### src/hw/rtl/scc_pkg.sv
// ----------------------------------------------------------------------------
// scc_pkg
// Shared types and codes for the snooping coherence controller: line states,
// snooped bus messages, cache actions and protocol selections.
// ----------------------------------------------------------------------------
package scc_pkg;

	typedef enum logic [3:0] {
		ST_I  = 4'd0,
		ST_S  = 4'd1,
		ST_E  = 4'd2,
		ST_O  = 4'd3,
		ST_F  = 4'd4,
		ST_M  = 4'd5,
		ST_IS = 4'd6,
		ST_IM = 4'd7,
		ST_SM = 4'd8,
		ST_OM = 4'd9
	} line_state_t;

	typedef enum logic [1:0] {
		REQ_BUSRD  = 2'd0,
		REQ_BUSWR  = 2'd1,
		REQ_DATA   = 2'd2,
		REQ_SHARED = 2'd3
	} bus_req_t;

	typedef enum logic [1:0] {
		ACT_NONE = 2'd0,
		ACT_INV  = 2'd1,
		ACT_RECV = 2'd2
	} cache_act_t;

	typedef enum logic [2:0] {
		SCH_MI    = 3'd0,
		SCH_MSI   = 3'd1,
		SCH_MESI  = 3'd2,
		SCH_MOESI = 3'd3,
		SCH_MESIF = 3'd4
	} scheme_t;

	localparam logic OP_ACCESS = 1'b0;
	localparam logic OP_SNOOP  = 1'b1;

endpackage

### src/hw/rtl/snoop_coherence_controller_core.sv
// ----------------------------------------------------------------------------
// snoop_coherence_controller_core
// Per-line coherence transition logic for a snooping bus cache; MI, MSI,
// MESI, MOESI or MESIF selected by the scheme register.
// ----------------------------------------------------------------------------
//
// Channel     Handshake           Payload
// ---------   -----------------   ---------------------------------------------
// request     start / busy        op, is_read, bus_request, current_state,
//                                 line_address, proc_id
// result      done (strobe)       next_state, perm_avail, action, issue_*,
//                                 bus_address, bus_proc, error
// config      cfg_we              cfg_wdata (scheme)
//
// One transaction per cycle; busy stays low. An accepted transaction passes one
// input register, the transition logic and one result register, which drives
// done. Reset clears the valid bits and selects MI.
// The receiver cannot stall; results are never held.
// ----------------------------------------------------------------------------
module snoop_coherence_controller_core (
	input  logic        clk,
	input  logic        arst_n,
	input  logic        start,
	output logic        busy,
	input  logic        op,
	input  logic        is_read,
	input  logic [1:0]  bus_request,
	input  logic [3:0]  current_state,
	input  logic [63:0] line_address,
	input  logic [7:0]  proc_id,
	input  logic        cfg_we,
	input  logic [2:0]  cfg_wdata,
	output logic        done,
	output logic [3:0]  next_state,
	output logic        perm_avail,
	output logic [1:0]  action,
	output logic        issue_busrd,
	output logic        issue_buswr,
	output logic        issue_data,
	output logic        issue_shared,
	output logic [63:0] bus_address,
	output logic [7:0]  bus_proc,
	output logic        error
);

	logic [2:0]  scheme_q;

	logic        vld_s1;
	logic        op_s1;
	logic        rd_s1;
	logic [1:0]  req_s1;
	logic [3:0]  st_s1;
	logic [63:0] addr_s1;
	logic [7:0]  proc_s1;

	logic        vld_s2;
	logic [3:0]  nxt_s2;
	logic        perm_s2;
	logic [1:0]  act_s2;
	logic        brd_s2;
	logic        bwr_s2;
	logic        bdata_s2;
	logic        bshr_s2;
	logic [63:0] addr_s2;
	logic [7:0]  proc_s2;
	logic        err_s2;

	logic        is_mi;
	logic        f_excl;
	logic        f_owned;
	logic        f_fwd;
	logic [3:0]  nxt;
	logic        perm;
	logic [1:0]  act;
	logic        brd;
	logic        bwr;
	logic        bdata;
	logic        bshr;
	logic        err;
	logic        any_msg;

	assign busy = 1'b0;

	always_ff @(posedge clk or negedge arst_n) begin
		if (!arst_n) begin
			scheme_q <= scc_pkg::SCH_MI;
		end else if (cfg_we) begin
			scheme_q <= cfg_wdata;
		end
	end

	always_ff @(posedge clk or negedge arst_n) begin
		if (!arst_n) begin
			vld_s1 <= 1'b0;
			vld_s2 <= 1'b0;
		end else begin
			vld_s1 <= start;
			vld_s2 <= vld_s1;
		end
	end

	always_ff @(posedge clk) begin
		if (start) begin
			op_s1   <= op;
			rd_s1   <= is_read;
			req_s1  <= bus_request;
			st_s1   <= current_state;
			addr_s1 <= line_address;
			proc_s1 <= proc_id;
		end
	end

	// undefined scheme codes fall back to MI
	always_comb begin
		is_mi   = !(scheme_q inside {scc_pkg::SCH_MSI, scc_pkg::SCH_MESI,
			scc_pkg::SCH_MOESI, scc_pkg::SCH_MESIF});
		f_excl  = scheme_q inside {scc_pkg::SCH_MESI, scc_pkg::SCH_MOESI,
			scc_pkg::SCH_MESIF};
		f_owned = (scheme_q == scc_pkg::SCH_MOESI);
		f_fwd   = (scheme_q == scc_pkg::SCH_MESIF);
	end

	always_comb begin
		nxt   = scc_pkg::ST_I;
		perm  = 1'b0;
		act   = scc_pkg::ACT_NONE;
		brd   = 1'b0;
		bwr   = 1'b0;
		bdata = 1'b0;
		bshr  = 1'b0;
		err   = 1'b0;
		if (op_s1 == scc_pkg::OP_ACCESS) begin
			if (is_mi) begin
				case (st_s1)
					scc_pkg::ST_I: begin
						bwr = 1'b1;
						nxt = scc_pkg::ST_IM;
					end
					scc_pkg::ST_M: begin
						perm = 1'b1;
						nxt  = scc_pkg::ST_M;
					end
					scc_pkg::ST_IM: nxt = scc_pkg::ST_IM;
					default: err = 1'b1;
				endcase
			end else begin
				case (st_s1)
					scc_pkg::ST_I: begin
						brd = rd_s1;
						bwr = !rd_s1;
						nxt = rd_s1 ? scc_pkg::ST_IS : scc_pkg::ST_IM;
					end
					scc_pkg::ST_S, scc_pkg::ST_F: begin
						perm = rd_s1;
						bwr  = !rd_s1;
						nxt  = rd_s1 ? st_s1 : scc_pkg::ST_SM;
					end
					scc_pkg::ST_E: begin
						perm = 1'b1;
						nxt  = rd_s1 ? scc_pkg::ST_E : scc_pkg::ST_M;
					end
					scc_pkg::ST_M: begin
						perm = 1'b1;
						nxt  = scc_pkg::ST_M;
					end
					scc_pkg::ST_O: begin
						perm = rd_s1;
						bwr  = !rd_s1;
						nxt  = rd_s1 ? scc_pkg::ST_O : scc_pkg::ST_OM;
					end
					scc_pkg::ST_IS, scc_pkg::ST_IM, scc_pkg::ST_SM, scc_pkg::ST_OM:
						nxt = st_s1;
					default: err = 1'b1;
				endcase
			end
		end else if (is_mi) begin
			case (st_s1)
				scc_pkg::ST_I: nxt = scc_pkg::ST_I;
				scc_pkg::ST_M: begin
					bdata = 1'b1;
					act   = scc_pkg::ACT_INV;
				end
				scc_pkg::ST_IM: begin
					if (req_s1 inside {scc_pkg::REQ_DATA, scc_pkg::REQ_SHARED}) begin
						act = scc_pkg::ACT_RECV;
						nxt = scc_pkg::ST_M;
					end else begin
						nxt = scc_pkg::ST_IM;
					end
				end
				default: err = 1'b1;
			endcase
		end else if (st_s1 > scc_pkg::ST_OM) begin
			err = 1'b1;
		end else if (req_s1 inside {scc_pkg::REQ_DATA, scc_pkg::REQ_SHARED}) begin
			// fill responses; anything outside a pending state is unexpected
			case (st_s1)
				scc_pkg::ST_IS: begin
					act = scc_pkg::ACT_RECV;
					if (req_s1 == scc_pkg::REQ_DATA)
						nxt = f_excl ? scc_pkg::ST_E : scc_pkg::ST_S;
					else
						nxt = f_fwd ? scc_pkg::ST_F : scc_pkg::ST_S;
				end
				scc_pkg::ST_IM, scc_pkg::ST_SM, scc_pkg::ST_OM: begin
					act = scc_pkg::ACT_RECV;
					nxt = scc_pkg::ST_M;
				end
				default: begin
					nxt = st_s1;
					err = 1'b1;
				end
			endcase
		end else begin
			case (st_s1)
				scc_pkg::ST_I: nxt = scc_pkg::ST_I;
				scc_pkg::ST_S: begin
					bshr = (req_s1 == scc_pkg::REQ_BUSRD);
					nxt  = bshr ? scc_pkg::ST_S : scc_pkg::ST_I;
					act  = bshr ? scc_pkg::ACT_NONE : scc_pkg::ACT_INV;
				end
				scc_pkg::ST_F: begin
					bshr  = (req_s1 == scc_pkg::REQ_BUSRD);
					bdata = bshr;
					nxt   = bshr ? scc_pkg::ST_S : scc_pkg::ST_I;
					act   = bshr ? scc_pkg::ACT_NONE : scc_pkg::ACT_INV;
				end
				scc_pkg::ST_E, scc_pkg::ST_M, scc_pkg::ST_O: begin
					bdata = 1'b1;
					if (req_s1 == scc_pkg::REQ_BUSRD) begin
						bshr = 1'b1;
						if (st_s1 == scc_pkg::ST_E)
							nxt = scc_pkg::ST_S;
						else if (st_s1 == scc_pkg::ST_O)
							nxt = scc_pkg::ST_O;
						else
							nxt = f_owned ? scc_pkg::ST_O : scc_pkg::ST_S;
					end else begin
						act = scc_pkg::ACT_INV;
					end
				end
				default: nxt = st_s1;
			endcase
		end
	end

	assign any_msg = brd | bwr | bdata | bshr;

	always_ff @(posedge clk) begin
		if (vld_s1) begin
			nxt_s2   <= nxt;
			perm_s2  <= perm;
			act_s2   <= act;
			brd_s2   <= brd;
			bwr_s2   <= bwr;
			bdata_s2 <= bdata;
			bshr_s2  <= bshr;
			addr_s2  <= any_msg ? addr_s1 : 64'd0;
			proc_s2  <= any_msg ? proc_s1 : 8'd0;
			err_s2   <= err;
		end
	end

	assign done         = vld_s2;
	assign next_state   = nxt_s2;
	assign perm_avail   = perm_s2;
	assign action       = act_s2;
	assign issue_busrd  = brd_s2;
	assign issue_buswr  = bwr_s2;
	assign issue_data   = bdata_s2;
	assign issue_shared = bshr_s2;
	assign bus_address  = addr_s2;
	assign bus_proc     = proc_s2;
	assign error        = err_s2;

endmodule

### config.mk
export PLATFORM = sky130hd
export DESIGN_NAME = snoop_coherence_controller_core
export DESIGN_NICKNAME = d
export VERILOG_FILES = /design/src/hw/rtl/scc_pkg.sv /design/src/hw/rtl/snoop_coherence_controller_core.sv
export SDC_FILE = /design/constraint.sdc
export NUM_CORES = 1
export LEC_CHECK = 0
export ABC_AREA = 1
export ABC_CLOCK_PERIOD_IN_PS = 3100
export BUFFER_PORTS_ARGS = -buffer_cell sky130_fd_sc_hd__buf_2
export CAP_MARGIN = 20
export CORE_ASPECT_RATIO = 1.5
export CORE_MARGIN = 4
export CORE_UTILIZATION = 40
export DETAILED_ROUTE_END_ITERATION = 10
export PLACE_DENSITY = 0.73
export SLEW_MARGIN = 20
export SYNTH_ARGS = -nofsm -noshare
export SYNTH_HDL_FRONTEND = slang
export SYNTH_SLANG_ARGS = --single-unit
### constraint.sdc
create_clock -name clk -period 3.1 [get_ports clk]
set_clock_uncertainty 0.2 [all_clocks]
set_input_delay 0.155 -clock clk [delete_from_list [all_inputs] [get_ports clk]]
set_output_delay 0.155 -clock clk [all_outputs]
set_load 0.1 [all_outputs]
==> results of run 1 <==
routing by layer:
metal | global-route usage, % | share of wire (%) | up-vias
li1 | - | - | 2211
met2 | 27.94 | 53 | 162
met1 | 18.40 | 38 | 2112
met4 | 7.008 | 2.4 | 0
met3 | 4.781 | 6.3 | 29
met5 | 0 | 0 | -
logic make-up after synthesis:
kind of cell | count (synthesis) | synth area share, %
DFF | 169 | 76.19
buffers and inverters | 116 | 7.910
and+or+nand+nor | 104 | 7.079
AOI/OAI and AO/OA | 99 | 8.760
other | 1 | 0.05658
flip-flops by register name (all words and copies together) (netlist names), 2 cells and up:
signal / cells
addr_s1: 64
bus_address: 64
bus_proc: 8
proc_s1: 8
next_state: 4
st_s1: 4
scheme_q: 3
action: 2
req_s1: 2
Yosys cell counts:
master / instances
a211oi_1: 1
nand2_1: 54
nor2_1: 18
nand4_1: 5
o22ai_1: 1
edfxtp_1: 164
buf_2: 8
o32ai_1: 1
nand3_1: 15
a21oi_1: 65
o311ai_0: 1
nor2_4: 1
inv_1: 95
buf_8: 1
a21oi_2: 15
o211ai_1: 1
buf_6: 8
conb_1: 1
nor3_1: 1
nand2_2: 7
nor2_2: 2
buf_4: 1
dfrtp_1: 5
o2111ai_1: 1
a21oi_4: 1
o21ai_0: 12
inv_2: 2
nor2_8: 1
clkbuf_4: 1
metrics by stage:
stage	setup slack, ns	hold slack, ns
after floorplan	0.4532	-0.3406
after global placement	0.6842	-0.2285
after detailed placement	0.6279	-0.2272
after CTS	0.6231	0.1786
after global routing	0.4628	0.2051
final	0.6342	0.1902
worst min-delay path by stage:
stage          cells past startpoint  startpoint  slack (ns)  endpoint
5_1_grt                            1       start        0.21    vld_s1
4_1_cts                            1       start        0.18    vld_s1
3_5_place_dp                       1      arst_n       -0.23      done
2_1_floorplan                      0      arst_n       -0.34      done
3_3_place_gp                       1      arst_n       -0.23      done
6_report                           1       start        0.19    vld_s1
cell type report:
class	instances	area, µm²	area share (%)
clock buffer	17	425.4	4.651
clock inverter	15	156.4	1.710
inverter	97	364.1	3.980
multi-input combinational	204	1059	11.57
sequential	169	5054	55.25
tap	206	257.7	2.818
timing repair buffer	267	1832	20.02
critical path, stage by stage (launching register included):
cell and delay (ns):
dfrtp_1 0.40, inv_1 0.08, nand2_1 0.10, nand3_1 0.13, nand2_2 0.16, inv_1 0.15, nand3_1 0.11, nand2_1 0.08
nand2_4 0.39, buf_4 0.30, a21oi_1 0.09
power groups by stage:
stage	clock network [W]	registers, W	logic [W]
floorplan	0	0.00358	0.000278
global placement	0	0.00286	0.00121
detailed placement	0	0.00286	0.00122
CTS	0.00213	0.00281	0.00131
global route	0.00223	0.00283	0.00138
finish	0.00209	0.00281	0.00131
==> run_results.csv, run 1 <==
group,metric,value,unit
setup_path,r2r_slack,0.63,ns
clocking,cts_num_sinks,169,
finish,finalNetCount,843,
grt,antenna_found_initial,0,
pwr,swShare,33.16,%
setup_path,reg2reg_from,"scheme_q[2]",
logic_synthesis,ys_seq_area_share,76.19,%
logic_synthesis,synth_area_leader_cell,"edfxtp_1",
finish,layoutNonFillerInstCount,975,
logic_synthesis,netlist_area,0.006628,mm²
drt,viasPerCell,4.630,
placed_design,dp_cells,852,
setup_path,reg2reg_to,"bus_proc[5]",
drt,ant_nets,0,
sta,hold_viol_final,0,
placed_design,place.gp.congestion,0.8610,
setup_path,crit_start,"scheme_q[2]",
sta,min_period,2.466,ns
sta,tightestPinTransition,1.055,ns
floorplanning,die_y,165.7,µm
pwr,powerDensity,679.3,mW/mm²
setup_path,reg2reg_depth,10,
sta,slew_headroom,29.65,%
grt,grt_first_pass_wirelength,23600,µm
drt,wl_per_cell,15.31,µm
clocking,ctsHoldBuffers,91,
logic_synthesis,yosys_register_bits,169,
pwr,p_clk_share,33.6,%
floorplanning,ioPinCount,173,
logic_synthesis,syn_area_per_cell,13.55,µm²
grt,grt_pass1_vias,4621,
clocking,cts_resized,0,
sta,rsz0062_at_grt,"no",
worst_hold_path,min_path_type,"in2reg",
floorplanning,chipWidth,113.1,µm
logic_synthesis,synth_fp_nets,576,
setup_path,cp_max_fo,37,
setup_path,path_class,"reg2reg",
logic_synthesis,post_synth_main_area_contributors,"edfxtp_1 74%, inv_1 5.4%, a21oi_1 4.9%",
outcome,status,"complete, no violations",
logic_synthesis,post-synth-top-area-fraction,74.31,%
setup_path,endpoint,"bus_proc[5]",
finish,final_layout_size_suffix_gt1_share,30.82,%
pwr,p_sw,0.002061,W
setup_path,start_kind,"flip-flop",
logic_synthesis,synthCells,489,
floorplanning,rows,57,
logic_synthesis,yosys_warnings,0,
sta,drv_slew,0,
finish,nFillCells,1347,
finish,final_common_cell,"buf_2",
logic_synthesis,ys_types,29,
sta,max_freq,0.4056,GHz
finish,diodes,0,
clocking,root_buffer,"clkbuf_16",
grt,track_usage,16.17,%
placed_design,dpl-instance-area,0.007655,mm²
sta,tns,0,ns
clocking,clock_latency,0.42,ns
clocking,clkTransAtPathRegs,0.07,ns
finish,final_cell_mix,"170 x buf_2, 164 x edfxtp_1, 95 x inv_1",
clocking,cts_setup_buffers,0,
placed_design,hpwl,9607,µm
pwr,total_power,0.006214,W
pwr,pwr-share-seq,45.3,%
drt,num_vias,4514,
drt,drc,0,
pwr,p_int,0.004153,W
sta,timing.final.crit_share,79.54,%
drt,drt_first_pass_iters,5,
finish,final_core_util,56.26,%
pwr,peakVddDrop,0.3619,mV
finish,design_area,0.009148,mm²
drt,drt-total-wl,14930,µm
sta,setup_viol,0,
clocking,htree_levels,4,
clocking,clock_path_buffers,2,
grt,grt-ovfl-total,0,
setup_path,cp.required,3.06,ns
floorplanning,core,0.01626,mm²
pwr,p_comb_share,21.1,%
placed_design,portBuffers,171,
grt,grt_max_degree,82,
floorplanning,die-area,0.01874,mm²
run,maxCapViolCount,0,
floorplanning,initial_core_util,40.76,%
setup_path,critPathCaptureType,"flip-flop",
setup_path,cp.arrival,2.43,ns
drt,drt_first_iter_violations,222,
finish,syn2layout_area_growth,38.02,%
pwr,p_leak,4.032,nW
clocking,cts_tree,"yes",
clocking,numCtsBuffers,17,
Note: power is estimated with default switching activity, not from simulation.
==> run 2, diff against run 1 <==
- ABC_CLOCK_PERIOD_IN_PS: 3100 -> 2450
- clock period: 3.1 -> 2.45 ns (I/O delays scaled with it)
==> run 2 against run 1 <==
  * Global-route usage grew 0.44 points
  * Power grew 26%
  * Critical path depth grew 1
  * Largest cell class unchanged
  * Final area grew 0.98%
  * Highest routed layer unchanged
==> run_results.csv, run 2 (synthesized netlist as in run 1, its figures left out) <==
group,metric,value,unit
sta,min_period,2.231,ns
placed_design,hpwl,9932,µm
outcome,status,"complete, no violations",
drt,num_vias,4521,
finish,final_cell_mix,"170 x buf_2, 164 x edfxtp_1, 95 x inv_1",
finish,layoutNonFillerInstCount,981,
setup_path,cp.required,2.41,ns
pwr,powerDensity,849.3,mW/mm²
setup_path,critPathCaptureType,"flip-flop",
floorplanning,chipWidth,113.1,µm
grt,grt_max_degree,49,
floorplanning,die_y,165.7,µm
floorplanning,die-area,0.01874,mm²
setup_path,reg2reg_depth,11,
sta,slew_headroom,61.91,%
grt,track_usage,16.61,%
clocking,clock_latency,0.42,ns
placed_design,place.gp.congestion,0.9215,
grt,grt_first_pass_wirelength,24220,µm
clocking,clkTransAtPathRegs,0.07,ns
setup_path,reg2reg_from,"st_s1[2]",
setup_path,crit_start,"st_s1[2]",
clocking,cts_num_sinks,169,
clocking,numCtsBuffers,17,
sta,tightestPinTransition,0.5714,ns
sta,drv_slew,0,
drt,drt_first_iter_violations,222,
finish,nFillCells,1344,
setup_path,cp.arrival,2.19,ns
pwr,total_power,0.007845,W
drt,drc,0,
clocking,cts_resized,0,
placed_design,dp_cells,857,
floorplanning,initial_core_util,40.76,%
drt,wl_per_cell,15.42,µm
finish,final_layout_size_suffix_gt1_share,31.35,%
placed_design,portBuffers,171,
setup_path,start_kind,"flip-flop",
sta,rsz0062_at_grt,"no",
worst_hold_path,min_path_type,"in2reg",
pwr,peakVddDrop,0.4317,mV
setup_path,reg2reg_to,"bus_address[23]",
sta,tns,0,ns
finish,design_area,0.009238,mm²
finish,syn2layout_area_growth,39.38,%
setup_path,endpoint,"bus_address[23]",
sta,hold_ws,0.2066,ns
clocking,htree_levels,4,
drt,viasPerCell,4.609,
sta,max_freq,0.4482,GHz
clocking,cts_tree,"yes",
grt,antenna_found_initial,0,
finish,final_common_cell,"buf_2",
drt,ant_nets,0,
drt,drt-total-wl,15130,µm
grt,grt-ovfl-total,0,
pwr,p_leak,4.088,nW
worst_hold_path,whs_path_depth,2,
floorplanning,rows,57,
placed_design,dpl-instance-area,0.007742,mm²
clocking,root_buffer,"clkbuf_16",
setup_path,cp_max_fo,45,
clocking,clock_path_buffers,2,
drt,drt_first_pass_iters,5,
sta,setup_viol,0,
setup_path,path_class,"reg2reg",
run,maxCapViolCount,0,
sta,hold_viol_final,0,
grt,grt_pass1_vias,4674,
sta,timing.final.crit_share,91.07,%
finish,finalNetCount,849,
clocking,cts_setup_buffers,0,
setup_path,r2r_slack,0.22,ns
floorplanning,ioPinCount,173,
floorplanning,core,0.01626,mm²
finish,diodes,0,
## run 2: changes by cell type in the layout (fill, tap and decap cells not counted), sizes merged
| cell | delta |
|---|---|
| buf | +5 |
| bufinv | -1 |
| clkinv | +2 |
| clkinvlp | -2 |
| dlygate4sd3 | +1 |
| inv | +1 |
## run 2: per-stage QoR
step	utilization, %	setup WS (ns)
after floorplan	-	0.5009
after global placement	47.61	0.2023
after detailed placement	47.61	0.2392
after CTS	56.81	0.2265
after global routing	56.81	0.05024
final	56.81	0.2189
## run 2: worst max-delay path, cell delays in order (launching register included)
cell and delay (ns):
edfxtp_1 0.54, inv_2 0.15, nor2_2 0.07, nand2_1 0.10
nand2_2 0.08, nor2_2 0.10, nand2_2 0.07, nand2_2 0.08
nand2_2 0.08, nor2_8 0.14, buf_12 0.21, a21oi_1 0.11
## run 2: layout make-up
| type | count | area, µm² | share of cell area (%) |
|---|---|---|---|
| sequential | 169 | 5054 | 54.71 |
| timing repair buffer | 273 | 1929 | 20.89 |
| multi-input combinational | 204 | 1059 | 11.46 |
| clock buffer | 17 | 425.4 | 4.605 |
| inverter | 97 | 364.1 | 3.941 |
| tap | 206 | 257.7 | 2.790 |
| clock inverter | 15 | 148.9 | 1.612 |
## run 2: worst min path at each step
stage | to | from
final | rd_s1 | is_read
after global routing | addr_s1[16] | line_address[16]
after CTS | addr_s1[13] | line_address[13]
after detailed placement | done | arst_n
after global placement | vld_s1 | arst_n
after floorplan | done | arst_n
## run 2: per-layer routing
layer  vias up  global-route usage, %  part of all wire, %
met1      2084                  18.81                   37
li1       2221                      -                    -
met2       187                  29.62                   54
met5         -                      0                    0
met4         0                  6.956                  2.8
met3        29                  3.905                  6.0
## run 2: what timing repair did
item | CTS | global route
hold endpoints to repair | 115 | 0
hold buffers | 92 | 0
setup endpoints to repair | 0 | 0
## run 2: where the power goes
group          switching (W)  total [W]  internal, W
registers          0.0000956    0.00355      0.00346
logic                0.00133    0.00170     0.000374
clock network        0.00123    0.00259      0.00136
total                0.00265    0.00785      0.00520
